## src/sv/linear_scan_register_allocator_macros.svh

```systemverilog
// Assertion macros shared by the allocator RTL
`ifndef LINEAR_SCAN_REGISTER_ALLOCATOR_MACROS_SVH
`define LINEAR_SCAN_REGISTER_ALLOCATOR_MACROS_SVH

// Same-cycle implication, checked outside reset
`define LSRA_ASSERT_NOW(label, clk, rst_n, ante, cons, msg) \
    label: assert property (@(posedge clk) disable iff (!rst_n) (ante) |-> (cons)) \
        else $error(msg);

// Next-cycle implication, checked outside reset
`define LSRA_ASSERT_NEXT(label, clk, rst_n, ante, cons, msg) \
    label: assert property (@(posedge clk) disable iff (!rst_n) (ante) |=> (cons)) \
        else $error(msg);

`endif

```

## src/sv/lsra_pkg.sv

```systemverilog
`timescale 1ns / 1ps
// ----------------------------------------------------------------------------
// lsra_pkg
// Types, constants and the pool membership function of the allocator.
// ----------------------------------------------------------------------------
package lsra_pkg;

    localparam int REGNO_BITS = 5;
    localparam int CFG_IDX_BITS = 2;
    localparam int CFG_DATA_BITS = 2;

    // Configuration register indexes
    localparam logic [CFG_IDX_BITS-1:0] CFG_REGISTER_CLASS = 2'd0;
    localparam logic [CFG_IDX_BITS-1:0] CFG_POOL_MODE      = 2'd1;

    // Pool modes
    localparam logic [1:0] POOL_FULL  = 2'd0;
    localparam logic [1:0] POOL_EIGHT = 2'd1;

    // Pool boundaries
    localparam logic [6:0] GP_FIRST  = 7'd3;
    localparam logic [6:0] GP_LAST0  = 7'd12;
    localparam logic [6:0] GP_LAST1  = 7'd10;
    localparam logic [6:0] GP_LAST2  = 7'd9;
    localparam logic [6:0] GP_LINK   = 7'd14;
    localparam logic [6:0] FP_FIRST  = 7'd6;
    localparam logic [6:0] FP_LAST   = 7'd31;

    typedef enum logic [2:0] {
        ST_IDLE,
        ST_SCAN,
        ST_DECIDE,
        ST_EVICT,
        ST_OUT
    } state_t;

    function automatic logic in_pool(input logic [6:0] r, input logic cls,
                                     input logic [1:0] mode);
        logic hit;
        hit = 1'b0;
        if (cls)
        begin
            hit = (r >= FP_FIRST) && (r <= FP_LAST);
        end
        else
        begin
            case (mode)
                POOL_FULL:  hit = ((r >= GP_FIRST) && (r <= GP_LAST0)) || (r == GP_LINK);
                POOL_EIGHT: hit = (r >= GP_FIRST) && (r <= GP_LAST1);
                default:    hit = (r >= GP_FIRST) && (r <= GP_LAST2);
            endcase
        end
        return hit;
    endfunction

endpackage

```

## src/sv/lsra_in_if.sv

```systemverilog
`timescale 1ns / 1ps
// ----------------------------------------------------------------------------
// lsra_in_if
// Interval input channel: valid/ready with one live interval per beat.
// ----------------------------------------------------------------------------
interface lsra_in_if #(
    parameter int ID_BITS  = 12,
    parameter int POS_BITS = 16
);
    logic                valid;
    logic                ready;
    logic                restart;
    logic [ID_BITS-1:0]  interval_id;
    logic [POS_BITS-1:0] interval_start;
    logic [POS_BITS-1:0] interval_end;

    modport source (output valid, restart, interval_id, interval_start, interval_end,
                    input ready);
    modport sink   (input valid, restart, interval_id, interval_start, interval_end,
                    output ready);
endinterface

```

## src/sv/lsra_out_if.sv

```systemverilog
`timescale 1ns / 1ps
// ----------------------------------------------------------------------------
// lsra_out_if
// Result channel: valid/ready with one allocation decision per beat.
// ----------------------------------------------------------------------------
interface lsra_out_if #(
    parameter int ID_BITS = 12
);
    logic                            valid;
    logic                            ready;
    logic [ID_BITS-1:0]              result_id;
    logic                            in_register;
    logic [lsra_pkg::REGNO_BITS-1:0] register_number;
    logic                            evicted_valid;
    logic [ID_BITS-1:0]              evicted_id;

    modport source (output valid, result_id, in_register, register_number,
                    evicted_valid, evicted_id, input ready);
    modport sink   (input valid, result_id, in_register, register_number,
                    evicted_valid, evicted_id, output ready);
endinterface

```

## src/sv/lsra_cfg_if.sv

```systemverilog
`timescale 1ns / 1ps
// ----------------------------------------------------------------------------
// lsra_cfg_if
// Configuration write channel: register index and data per beat.
// ----------------------------------------------------------------------------
interface lsra_cfg_if;
    logic                               valid;
    logic                               ready;
    logic [lsra_pkg::CFG_IDX_BITS-1:0]  index;
    logic [lsra_pkg::CFG_DATA_BITS-1:0] data;

    modport source (output valid, index, data, input ready);
    modport sink   (input valid, index, data, output ready);
endinterface

```

## src/sv/lsra_ram.sv

```systemverilog
`timescale 1ns / 1ps
// ----------------------------------------------------------------------------
// lsra_ram
// Simple dual-port RAM: one write port, one registered read port.
// ----------------------------------------------------------------------------
module lsra_ram #(
    parameter int WIDTH = 16,
    parameter int DEPTH = 32
) (
    input  logic                     clk,
    input  logic                     wr_en,
    input  logic [$clog2(DEPTH)-1:0] wr_addr,
    input  logic [WIDTH-1:0]         wr_data,
    input  logic [$clog2(DEPTH)-1:0] rd_addr,
    output logic [WIDTH-1:0]         rd_data
);
    logic [WIDTH-1:0] mem [DEPTH];

    // Write port
    always_ff @(posedge clk)
    begin
        if (wr_en)
        begin
            mem[wr_addr] <= wr_data;
        end
    end

    // Registered read port
    always_ff @(posedge clk)
    begin
        rd_data <= mem[rd_addr];
    end
endmodule

```

## src/sv/linear_scan_register_allocator.sv

```systemverilog
`timescale 1ns / 1ps
// Sequence: the end-table sweep, a decide state, an evict state on an eviction, then the result.
// Intervals: a new interval is taken only when idle, after the last result is accepted;
//   the sweep reads one table entry per cycle through the single RAM read port.
// Reset: busy bits, configuration and control clear at once; end and owner RAMs
//   need no clearing since only busy entries are used.
// ----------------------------------------------------------------------------
// linear_scan_register_allocator
// Sweeps the end table per interval to expire, find a free register or the
// latest-ending one, then writes the table on an assignment and emits one result.
// ----------------------------------------------------------------------------
`include "linear_scan_register_allocator_macros.svh"

module linear_scan_register_allocator #(
    parameter int NUM_REGS = 32,
    parameter int ID_BITS  = 12,
    parameter int POS_BITS = 16
) (
    input logic         clk,
    input logic         rst_n,
    lsra_in_if.sink     in_ch,
    lsra_out_if.source  out_ch,
    lsra_cfg_if.sink    cfg
);
    localparam int IW = $clog2(NUM_REGS);
    localparam int CW = $clog2(NUM_REGS + 1);
    localparam logic [CW-1:0] SCAN_LAST = CW'(NUM_REGS);

    lsra_pkg::state_t state_reg, state_next;

    logic                register_class_reg;
    logic [1:0]          pool_mode_reg;
    logic                restart_reg;
    logic [ID_BITS-1:0]  id_reg;
    logic [POS_BITS-1:0] start_reg;
    logic [POS_BITS-1:0] end_reg;
    logic [CW-1:0]       cnt_reg;
    logic [NUM_REGS-1:0] busy_reg;
    logic                free_found_reg;
    logic [IW-1:0]       free_idx_reg;
    logic                max_found_reg;
    logic [IW-1:0]       max_idx_reg;
    logic [POS_BITS-1:0] max_end_reg;
    logic                res_got_reg;
    logic [lsra_pkg::REGNO_BITS-1:0] res_regno_reg;
    logic                res_ev_reg;
    logic [ID_BITS-1:0]  res_evid_reg;

    logic                end_wr_en;
    logic [IW-1:0]       wr_addr;
    logic [IW-1:0]       end_rd_addr;
    logic [POS_BITS-1:0] end_q;
    logic [ID_BITS-1:0]  owner_q;

    logic          in_fire;
    logic          cfg_fire;
    logic          do_evict;
    logic [IW-1:0] sidx;
    logic          s_busy;
    logic          s_exp;
    logic          s_still;
    logic          s_pool;

    assign in_fire  = in_ch.valid && in_ch.ready;
    assign cfg_fire = cfg.valid && cfg.ready;
    assign do_evict = max_found_reg && (max_end_reg > end_reg);

    // Compare stage of the sweep: entry read in the previous cycle
    assign sidx    = IW'(cnt_reg - CW'(1));
    assign s_busy  = busy_reg[sidx] && !restart_reg;
    assign s_exp   = s_busy && (end_q < start_reg);
    assign s_still = s_busy && !s_exp;
    assign s_pool  = lsra_pkg::in_pool(7'(sidx), register_class_reg, pool_mode_reg);

    // Table RAMs
    lsra_ram #(.WIDTH(POS_BITS), .DEPTH(NUM_REGS)) u_end_ram (
        .clk     (clk),
        .wr_en   (end_wr_en),
        .wr_addr (wr_addr),
        .wr_data (end_reg),
        .rd_addr (end_rd_addr),
        .rd_data (end_q)
    );

    lsra_ram #(.WIDTH(ID_BITS), .DEPTH(NUM_REGS)) u_owner_ram (
        .clk     (clk),
        .wr_en   (end_wr_en),
        .wr_addr (wr_addr),
        .wr_data (id_reg),
        .rd_addr (max_idx_reg),
        .rd_data (owner_q)
    );

    // Next state
    always_comb
    begin
        state_next = state_reg;
        case (state_reg)
            lsra_pkg::ST_IDLE:
            begin
                if (in_fire)
                begin
                    state_next = lsra_pkg::ST_SCAN;
                end
            end
            lsra_pkg::ST_SCAN:
            begin
                if (cnt_reg == SCAN_LAST)
                begin
                    state_next = lsra_pkg::ST_DECIDE;
                end
            end
            lsra_pkg::ST_DECIDE:
            begin
                if (!free_found_reg && do_evict)
                begin
                    state_next = lsra_pkg::ST_EVICT;
                end
                else
                begin
                    state_next = lsra_pkg::ST_OUT;
                end
            end
            lsra_pkg::ST_EVICT:
            begin
                state_next = lsra_pkg::ST_OUT;
            end
            lsra_pkg::ST_OUT:
            begin
                if (out_ch.ready)
                begin
                    state_next = lsra_pkg::ST_IDLE;
                end
            end
            default:
            begin
                state_next = lsra_pkg::ST_IDLE;
            end
        endcase
    end

    // Outputs and RAM controls
    always_comb
    begin
        in_ch.ready = 1'b0;
        out_ch.valid = 1'b0;
        end_wr_en = 1'b0;
        wr_addr = max_idx_reg;
        end_rd_addr = cnt_reg[IW-1:0];
        case (state_reg)
            lsra_pkg::ST_IDLE:
            begin
                in_ch.ready = 1'b1;
            end
            lsra_pkg::ST_DECIDE:
            begin
                if (free_found_reg)
                begin
                    end_wr_en = 1'b1;
                    wr_addr = free_idx_reg;
                end
            end
            lsra_pkg::ST_EVICT:
            begin
                end_wr_en = 1'b1;
            end
            lsra_pkg::ST_OUT:
            begin
                out_ch.valid = 1'b1;
            end
            default:
            begin
                in_ch.ready = 1'b0;
            end
        endcase
    end

    assign cfg.ready = 1'b1;
    assign out_ch.result_id = id_reg;
    assign out_ch.in_register = res_got_reg;
    assign out_ch.register_number = res_regno_reg;
    assign out_ch.evicted_valid = res_ev_reg;
    assign out_ch.evicted_id = res_evid_reg;

    // State register
    always_ff @(posedge clk or negedge rst_n)
    begin
        if (!rst_n)
        begin
            state_reg <= lsra_pkg::ST_IDLE;
        end
        else
        begin
            state_reg <= state_next;
        end
    end

    // Configuration registers
    always_ff @(posedge clk or negedge rst_n)
    begin
        if (!rst_n)
        begin
            register_class_reg <= 1'b0;
            pool_mode_reg <= 2'd0;
        end
        else if (cfg_fire)
        begin
            if (cfg.index == lsra_pkg::CFG_REGISTER_CLASS)
            begin
                register_class_reg <= cfg.data[0];
            end
            else if (cfg.index == lsra_pkg::CFG_POOL_MODE)
            begin
                pool_mode_reg <= cfg.data[1:0];
            end
        end
    end

    // Busy bits: expire during the sweep, set on allocation
    always_ff @(posedge clk or negedge rst_n)
    begin
        if (!rst_n)
        begin
            busy_reg <= '0;
        end
        else if ((state_reg == lsra_pkg::ST_SCAN) && (cnt_reg != '0))
        begin
            busy_reg[sidx] <= s_still;
        end
        else if ((state_reg == lsra_pkg::ST_DECIDE) && free_found_reg)
        begin
            busy_reg[free_idx_reg] <= 1'b1;
        end
    end

    // Sweep counter and search results
    always_ff @(posedge clk or negedge rst_n)
    begin
        if (!rst_n)
        begin
            cnt_reg <= '0;
            free_found_reg <= 1'b0;
            max_found_reg <= 1'b0;
        end
        else if (in_fire)
        begin
            cnt_reg <= '0;
            free_found_reg <= 1'b0;
            max_found_reg <= 1'b0;
        end
        else if (state_reg == lsra_pkg::ST_SCAN)
        begin
            cnt_reg <= cnt_reg + CW'(1);
            if (cnt_reg != '0)
            begin
                // Ascending keeps the first free, float keeps the last (highest)
                if (s_pool && !s_still && (!free_found_reg || register_class_reg))
                begin
                    free_found_reg <= 1'b1;
                end
                // Strictly greater keeps the lowest register on ties
                if (s_pool && s_still && (!max_found_reg || (end_q > max_end_reg)))
                begin
                    max_found_reg <= 1'b1;
                end
            end
        end
    end

    // Search payload
    always_ff @(posedge clk)
    begin
        if ((state_reg == lsra_pkg::ST_SCAN) && (cnt_reg != '0))
        begin
            if (s_pool && !s_still && (!free_found_reg || register_class_reg))
            begin
                free_idx_reg <= sidx;
            end
            if (s_pool && s_still && (!max_found_reg || (end_q > max_end_reg)))
            begin
                max_idx_reg <= sidx;
                max_end_reg <= end_q;
            end
        end
    end

    // Capture the input beat
    always_ff @(posedge clk)
    begin
        if (in_fire)
        begin
            restart_reg <= in_ch.restart;
            id_reg <= in_ch.interval_id;
            start_reg <= in_ch.interval_start;
            end_reg <= in_ch.interval_end;
        end
    end

    // Result register
    always_ff @(posedge clk)
    begin
        if (state_reg == lsra_pkg::ST_DECIDE)
        begin
            res_ev_reg <= 1'b0;
            res_evid_reg <= '0;
            if (free_found_reg)
            begin
                res_got_reg <= 1'b1;
                res_regno_reg <= lsra_pkg::REGNO_BITS'(free_idx_reg);
            end
            else
            begin
                res_got_reg <= 1'b0;
                res_regno_reg <= '0;
            end
        end
        else if (state_reg == lsra_pkg::ST_EVICT)
        begin
            res_got_reg <= 1'b1;
            res_regno_reg <= lsra_pkg::REGNO_BITS'(max_idx_reg);
            res_ev_reg <= 1'b1;
            res_evid_reg <= owner_q;
        end
    end

    `LSRA_ASSERT_NOW(a_no_overlap, clk, rst_n, out_ch.valid, !in_ch.ready,
                     "input taken while a result is pending")
    `LSRA_ASSERT_NEXT(a_accept_scans, clk, rst_n, in_fire,
                      (state_reg == lsra_pkg::ST_SCAN) && !in_ch.ready,
                      "accepted beat did not start a sweep")
    `LSRA_ASSERT_NOW(a_evict_assigned, clk, rst_n, out_ch.valid && out_ch.evicted_valid,
                     out_ch.in_register, "eviction without assignment")
    `LSRA_ASSERT_NOW(a_spill_clean, clk, rst_n, out_ch.valid && !out_ch.in_register,
                     (out_ch.register_number == '0) && !out_ch.evicted_valid,
                     "spilled result carries a register")
endmodule

```

## src/flat_wrapper.sv

```systemverilog
// flat-port wrapper written by rule: the top's interface ports become plain ports
module linear_scan_register_allocator_flat 
#(
    parameter int NUM_REGS = 32,
    parameter int ID_BITS  = 12,
    parameter int POS_BITS = 16
)
  (clk, rst_n, in_ch_valid, in_ch_restart, in_ch_interval_id, in_ch_interval_start, in_ch_interval_end, in_ch_ready, out_ch_valid, out_ch_result_id, out_ch_in_register, out_ch_register_number, out_ch_evicted_valid, out_ch_evicted_id, out_ch_ready, cfg_valid, cfg_index, cfg_data, cfg_ready);
  lsra_in_if #(.ID_BITS(ID_BITS), .POS_BITS(POS_BITS)) in_ch_i ();
  lsra_out_if #(.ID_BITS(ID_BITS)) out_ch_i ();
  lsra_cfg_if cfg_i ();
  input logic clk;
  input logic rst_n;
  input wire logic [$bits(in_ch_i.valid)-1:0] in_ch_valid;
  input wire logic [$bits(in_ch_i.restart)-1:0] in_ch_restart;
  input wire logic [$bits(in_ch_i.interval_id)-1:0] in_ch_interval_id;
  input wire logic [$bits(in_ch_i.interval_start)-1:0] in_ch_interval_start;
  input wire logic [$bits(in_ch_i.interval_end)-1:0] in_ch_interval_end;
  output wire logic [$bits(in_ch_i.ready)-1:0] in_ch_ready;
  output wire logic [$bits(out_ch_i.valid)-1:0] out_ch_valid;
  output wire logic [$bits(out_ch_i.result_id)-1:0] out_ch_result_id;
  output wire logic [$bits(out_ch_i.in_register)-1:0] out_ch_in_register;
  output wire logic [$bits(out_ch_i.register_number)-1:0] out_ch_register_number;
  output wire logic [$bits(out_ch_i.evicted_valid)-1:0] out_ch_evicted_valid;
  output wire logic [$bits(out_ch_i.evicted_id)-1:0] out_ch_evicted_id;
  input wire logic [$bits(out_ch_i.ready)-1:0] out_ch_ready;
  input wire logic [$bits(cfg_i.valid)-1:0] cfg_valid;
  input wire logic [$bits(cfg_i.index)-1:0] cfg_index;
  input wire logic [$bits(cfg_i.data)-1:0] cfg_data;
  output wire logic [$bits(cfg_i.ready)-1:0] cfg_ready;
  assign in_ch_i.valid = in_ch_valid;
  assign in_ch_i.restart = in_ch_restart;
  assign in_ch_i.interval_id = in_ch_interval_id;
  assign in_ch_i.interval_start = in_ch_interval_start;
  assign in_ch_i.interval_end = in_ch_interval_end;
  assign in_ch_ready = in_ch_i.ready;
  assign out_ch_valid = out_ch_i.valid;
  assign out_ch_result_id = out_ch_i.result_id;
  assign out_ch_in_register = out_ch_i.in_register;
  assign out_ch_register_number = out_ch_i.register_number;
  assign out_ch_evicted_valid = out_ch_i.evicted_valid;
  assign out_ch_evicted_id = out_ch_i.evicted_id;
  assign out_ch_i.ready = out_ch_ready;
  assign cfg_i.valid = cfg_valid;
  assign cfg_i.index = cfg_index;
  assign cfg_i.data = cfg_data;
  assign cfg_ready = cfg_i.ready;
  linear_scan_register_allocator #(.NUM_REGS(NUM_REGS), .ID_BITS(ID_BITS), .POS_BITS(POS_BITS)) u_core (.clk(clk), .rst_n(rst_n), .in_ch(in_ch_i), .out_ch(out_ch_i), .cfg(cfg_i));
endmodule
```

## config.mk

```make
export PLATFORM = sky130hd
export DESIGN_NAME = linear_scan_register_allocator_flat
export DESIGN_NICKNAME = d
export VERILOG_FILES = /design/src/sv/lsra_pkg.sv /design/src/sv/lsra_in_if.sv /design/src/sv/lsra_out_if.sv /design/src/sv/lsra_cfg_if.sv /design/src/sv/lsra_ram.sv /design/src/sv/linear_scan_register_allocator.sv /design/src/flat_wrapper.sv
export VERILOG_INCLUDE_DIRS = /design/src /design/src/sv
export SDC_FILE = /design/constraint.sdc
export NUM_CORES = 1
export LEC_CHECK = 0
export BUFFER_PORTS_ARGS = -buffer_cell sky130_fd_sc_hd__buf_4
export CAP_MARGIN = 20
export CORE_ASPECT_RATIO = 0.8
export CORE_MARGIN = 1
export CORE_UTILIZATION = 38
export CTS_CLUSTER_DIAMETER = 120
export DETAILED_ROUTE_END_ITERATION = 16
export GPL_TIMING_DRIVEN = 0
export PLACE_DENSITY_LB_ADDON = 0.25
export SYNTH_ARGS = -nofsm -noshare
export SYNTH_HDL_FRONTEND = slang
export SYNTH_HIERARCHICAL = 1
export SYNTH_SLANG_ARGS = --single-unit
```

## constraint.sdc

```tcl
create_clock -name clk -period 4.06 [get_ports clk]
set_input_delay 0.203 -clock clk [delete_from_list [all_inputs] [get_ports clk]]
set_output_delay 0.203 -clock clk [all_outputs]
set_load 0.01 [all_outputs]
```

==> impl_metrics.csv <==
group,metric,value,unit
pwr,powerDensity,602,nW/um^2
floorplanning,dieHeight,303,microns
timing,fin_crit_sh,1.00,
place,place.gp.congestion,0.870,
clock_network,htree_levels,3,
timing,fin_crit,4.08,ns
setup_path,worstSetupPathType,"reg2reg",
global_routing,grt_max_degree,47,
timing,maxSlewViolCount,0,
floorplanning,initial_utilization,0.386,
logic_synthesis,syn_inst,2659,
logic_synthesis,synth_fp_nets,2766,
floorplanning,die_w,378,microns
setup_path,end_kind,"flip-flop",
logic_synthesis,yosysWarnings,6,
finish,area_growth,17.9,%
place,detailedPlace.worstSlack,-0.877,ns
setup_path,cp-start-kind,"flip-flop",
drt,drt-wirelength-per-cell,24.1,microns
logic_synthesis,synth.area.top_cells,"edfxtp_1 (68%), mux2i_1 (11%), dfrtp_1 (2.7%)",
status,status,"complete, but fails checks",
logic_synthesis,async_reset_ff_frac,0.0434,
finish,multi_input_area,10700,sq um
global_routing,grt_pass1_wl,160,mm
timing,final.setup_skew,0.0270,ns
drt,ant_nets,0,
place,numPortBuffers,86,
pwr,vdd_drop_max,0.347,mV
clock_network,cts.path.max_buffers,3,
timing,setup_violations,36,
timing,rsz0062_at_grt,"true",
place,hpwl,77.0,mm
timing,worstMarginPinSlew,1.14,ns
timing,finalHoldViolCount,0,
drt,avgViaCountPerCell,5.37,
floorplanning,die-area,115000,sq um
logic_synthesis,yosys.area.top_type_share,0.679,
timing,worst_hold_slack,0.118,ns
clock_network,clk_pin_slew,0.06,ns
status,violations,"negative setup slack",
finish,fin_util,0.456,
setup_path,worstPathRequired,4.37,ns
clock_network,cts_buffers,100,
logic_synthesis,ys.flop_type,"edfxtp_1",
clock_network,cts.sinks,1060,
global_routing,grt-ovfl-total,0,
clock_network,clk_latency,0.69,ns
clock_network,tritoncts,"built",
floorplanning,core_area,111000,sq um
timing,setup_tns,-0.385,ns
drt,vias,24500,
logic_synthesis,yosysTopAreaCell,"edfxtp_1",
clock_network,cts_root_buf,"clkbuf_16",
run,cap_violations,0,
floorplanning,io_pins,88,
worst_hold_path,min_path_type,"in2async",
finish,fillers,9569,
finish,largest_register_ffs,512,
setup_path,rrSetupSlack,-0.02,ns
logic_synthesis,synth_cell_types,70,
drt,drt_first_pass_iters,5,
finish,final_nets,3092,
pwr,leakage,18.3,nW
global_routing,grtUsageTotal,0.190,
drt,drc,0,
logic_synthesis,syn_area,43000,sq um
timing,worst_slack,-0.0168,ns
timing,fmax,245,MHz
logic_synthesis,synth.avg_cell_area,16.2,sq um
setup_path,arrival,4.38,ns
setup_path,crit_fanout,16,
finish,regArea,31200,sq um
global_routing,grt_pass1_vias,24300,
global_routing,grt_antenna_before_repair,1,
finish,drive_above_1_share,0.163,
timing,slew_headroom,0.234,
drt,drt_iter0_drc,2193,
logic_synthesis,synth-seq-cells,1060,
floorplanning,rows,109,
logic_synthesis,synth-seq-area-share,0.725,
logic_synthesis,synth-edff-count,973,
drt,wirelength,110,mm
[per-layer routing]
layer	routed length (microns)	GRT usage	up-vias	part of all wire
met5	0	0	-	0
met4	1900	0.0405	0	0.017
met3	7090	0.0320	138	0.064
met2	52200	0.310	852	0.47
met1	49000	0.268	12500	0.44
li1	-	-	11000	-
[final cells by class]
type | instances | share of cell area
diodes | 3 | 0.000148
flip-flops and latches | 1060 | 0.615
repair buffers | 224 | 0.0482
well taps | 1498 | 0.0370
clock buffers | 139 | 0.0557
multi-input cells | 1402 | 0.211
clock inverters | 43 | 0.00676
inverters | 58 | 0.00437
plain buffers | 139 | 0.0221
[through the flow]
step / cell area, sq um / total power [mW] / std cells
floorplan: 43000 / 18.3 / 2659
global placement: 45500 / 21.1 / 4243
detailed placement: 46600 / 21.4 / 4300
CTS: 50400 / 30.6 / 4545
global route: 50700 / 31.7 / 4563
finish: 50700 / 30.5 / 4566
[synth_stat cells, drive strengths merged, types with 6 or more instances]
| cell type | n |
|---|---|
| o21ai | 14 |
| a22oi | 112 |
| mux2i | 457 |
| nand4 | 36 |
| nand3b | 12 |
| nand2 | 132 |
| or3b | 7 |
| dfxtp | 41 |
| inv | 56 |
| a31oi | 29 |
| dfrtp | 46 |
| nor3b | 7 |
| mux4 | 6 |
| edfxtp | 973 |
| nor2b | 10 |
| a22o | 59 |
| nor2 | 118 |
| ha | 53 |
| or2 | 8 |
| a21oi | 113 |
| nand2b | 10 |
| nor3 | 37 |
| nand3 | 83 |
| clkbuf | 33 |
| a211oi | 26 |
| buf | 106 |
| a21o | 7 |
[cell families after synthesis]
family,Yosys count,share of synthesized area
mux,468,0.111
compound gates,389,0.0625
xor+xnor,6,0.00122
fa+ha+maj,54,0.0157
simple gates,484,0.0540
flops,1060,0.725
other cells,1,0.0000872
buf+inv,197,0.0306
[cell usage in the layout, fill, tap and decap left out, types with 7 or more instances in the layout]
| cell | Yosys | final |
|---|---|---|
| nand4_1 | 36 | 36 |
| a22o_1 | 59 | 59 |
| a21o_1 | 7 | 7 |
| o21ai_0 | 13 | 13 |
| buf_6 | 15 | 34 |
| buf_4 | 31 | 148 |
| ha_1 | 53 | 52 |
| nor3_1 | 37 | 37 |
| buf_8 | 8 | 15 |
| a21oi_1 | 111 | 110 |
| clkbuf_1 | 33 | 58 |
| nor2_4 | 1 | 8 |
| buf_12 | 13 | 15 |
| a211oi_1 | 26 | 26 |
| nand3b_1 | 12 | 12 |
| buf_2 | 37 | 37 |
| nor2_2 | 1 | 29 |
| a22oi_1 | 112 | 112 |
| a31oi_1 | 28 | 28 |
| clkinv_1 | 2 | 12 |
| inv_1 | 56 | 54 |
| buf_16 | 0 | 25 |
| nand2_1 | 132 | 129 |
| dfxtp_1 | 41 | 41 |
| clkbuf_16 | 0 | 104 |
| nor2_1 | 116 | 81 |
| clkinv_2 | 0 | 18 |
| clkbuf_8 | 0 | 9 |
| nand2b_1 | 10 | 10 |
| edfxtp_1 | 973 | 973 |
| nand3_1 | 83 | 83 |
| dfrtp_1 | 46 | 44 |
| mux2i_1 | 457 | 457 |
| dlygate4sd3_1 | 0 | 54 |
| nor2b_1 | 10 | 10 |
[worst max-delay path: stages (launching register included)]
cell and delay, ns:
dfrtp_1 0.44, nand2b_1 0.09, clkbuf_1 0.31, nor2_1 0.14, and2_1 0.18, clkbuf_1 0.19
nand2_1 0.16, nand2_1 0.27, or3b_2 0.55, clkbuf_1 0.47, nor2_2 0.89
[path summary, 6_finish.rpt]
path,start,to,depth (start not counted)
min in group clk,in_ch_interval_start[8],u_core/start_reg[8]$_DFFE_PP_,2
min reg2reg,u_core/out_ch.evicted_id[3]$_SDFFE_PN0P_,u_core/out_ch.evicted_id[3]$_SDFFE_PN0P_,2
min,rst_n,u_core/pool_mode_reg[1]$_DFFE_PN0P_,2
max in group asynchronous,rst_n,u_core/cnt_reg[1]$_DFFE_PN0P_,2
max,u_core/state_reg[1]$_DFFE_PN0P_,u_core/u_end_ram/mem[12][2]$_DFFE_PP_,10
max reg2reg,u_core/state_reg[1]$_DFFE_PN0P_,u_core/u_end_ram/mem[12][2]$_DFFE_PP_,10
[report_power, final]
group / internal (mW) / switching (mW)
logic: 3.16 / 5.04
clock network: 5.11 / 3.93
registers: 12.7 / 0.563
total: 21.0 / 9.53
[repair_timing]
action	CTS	global route
cloned	1	0
hold endpoints to repair	97	0
resized for setup	18	29
endpoints found under the setup margin	172	526
pin swaps	3	2
setup buffers	8	5
hold buffers	54	0
No activity file was read; power rests on OpenSTA's default activity.
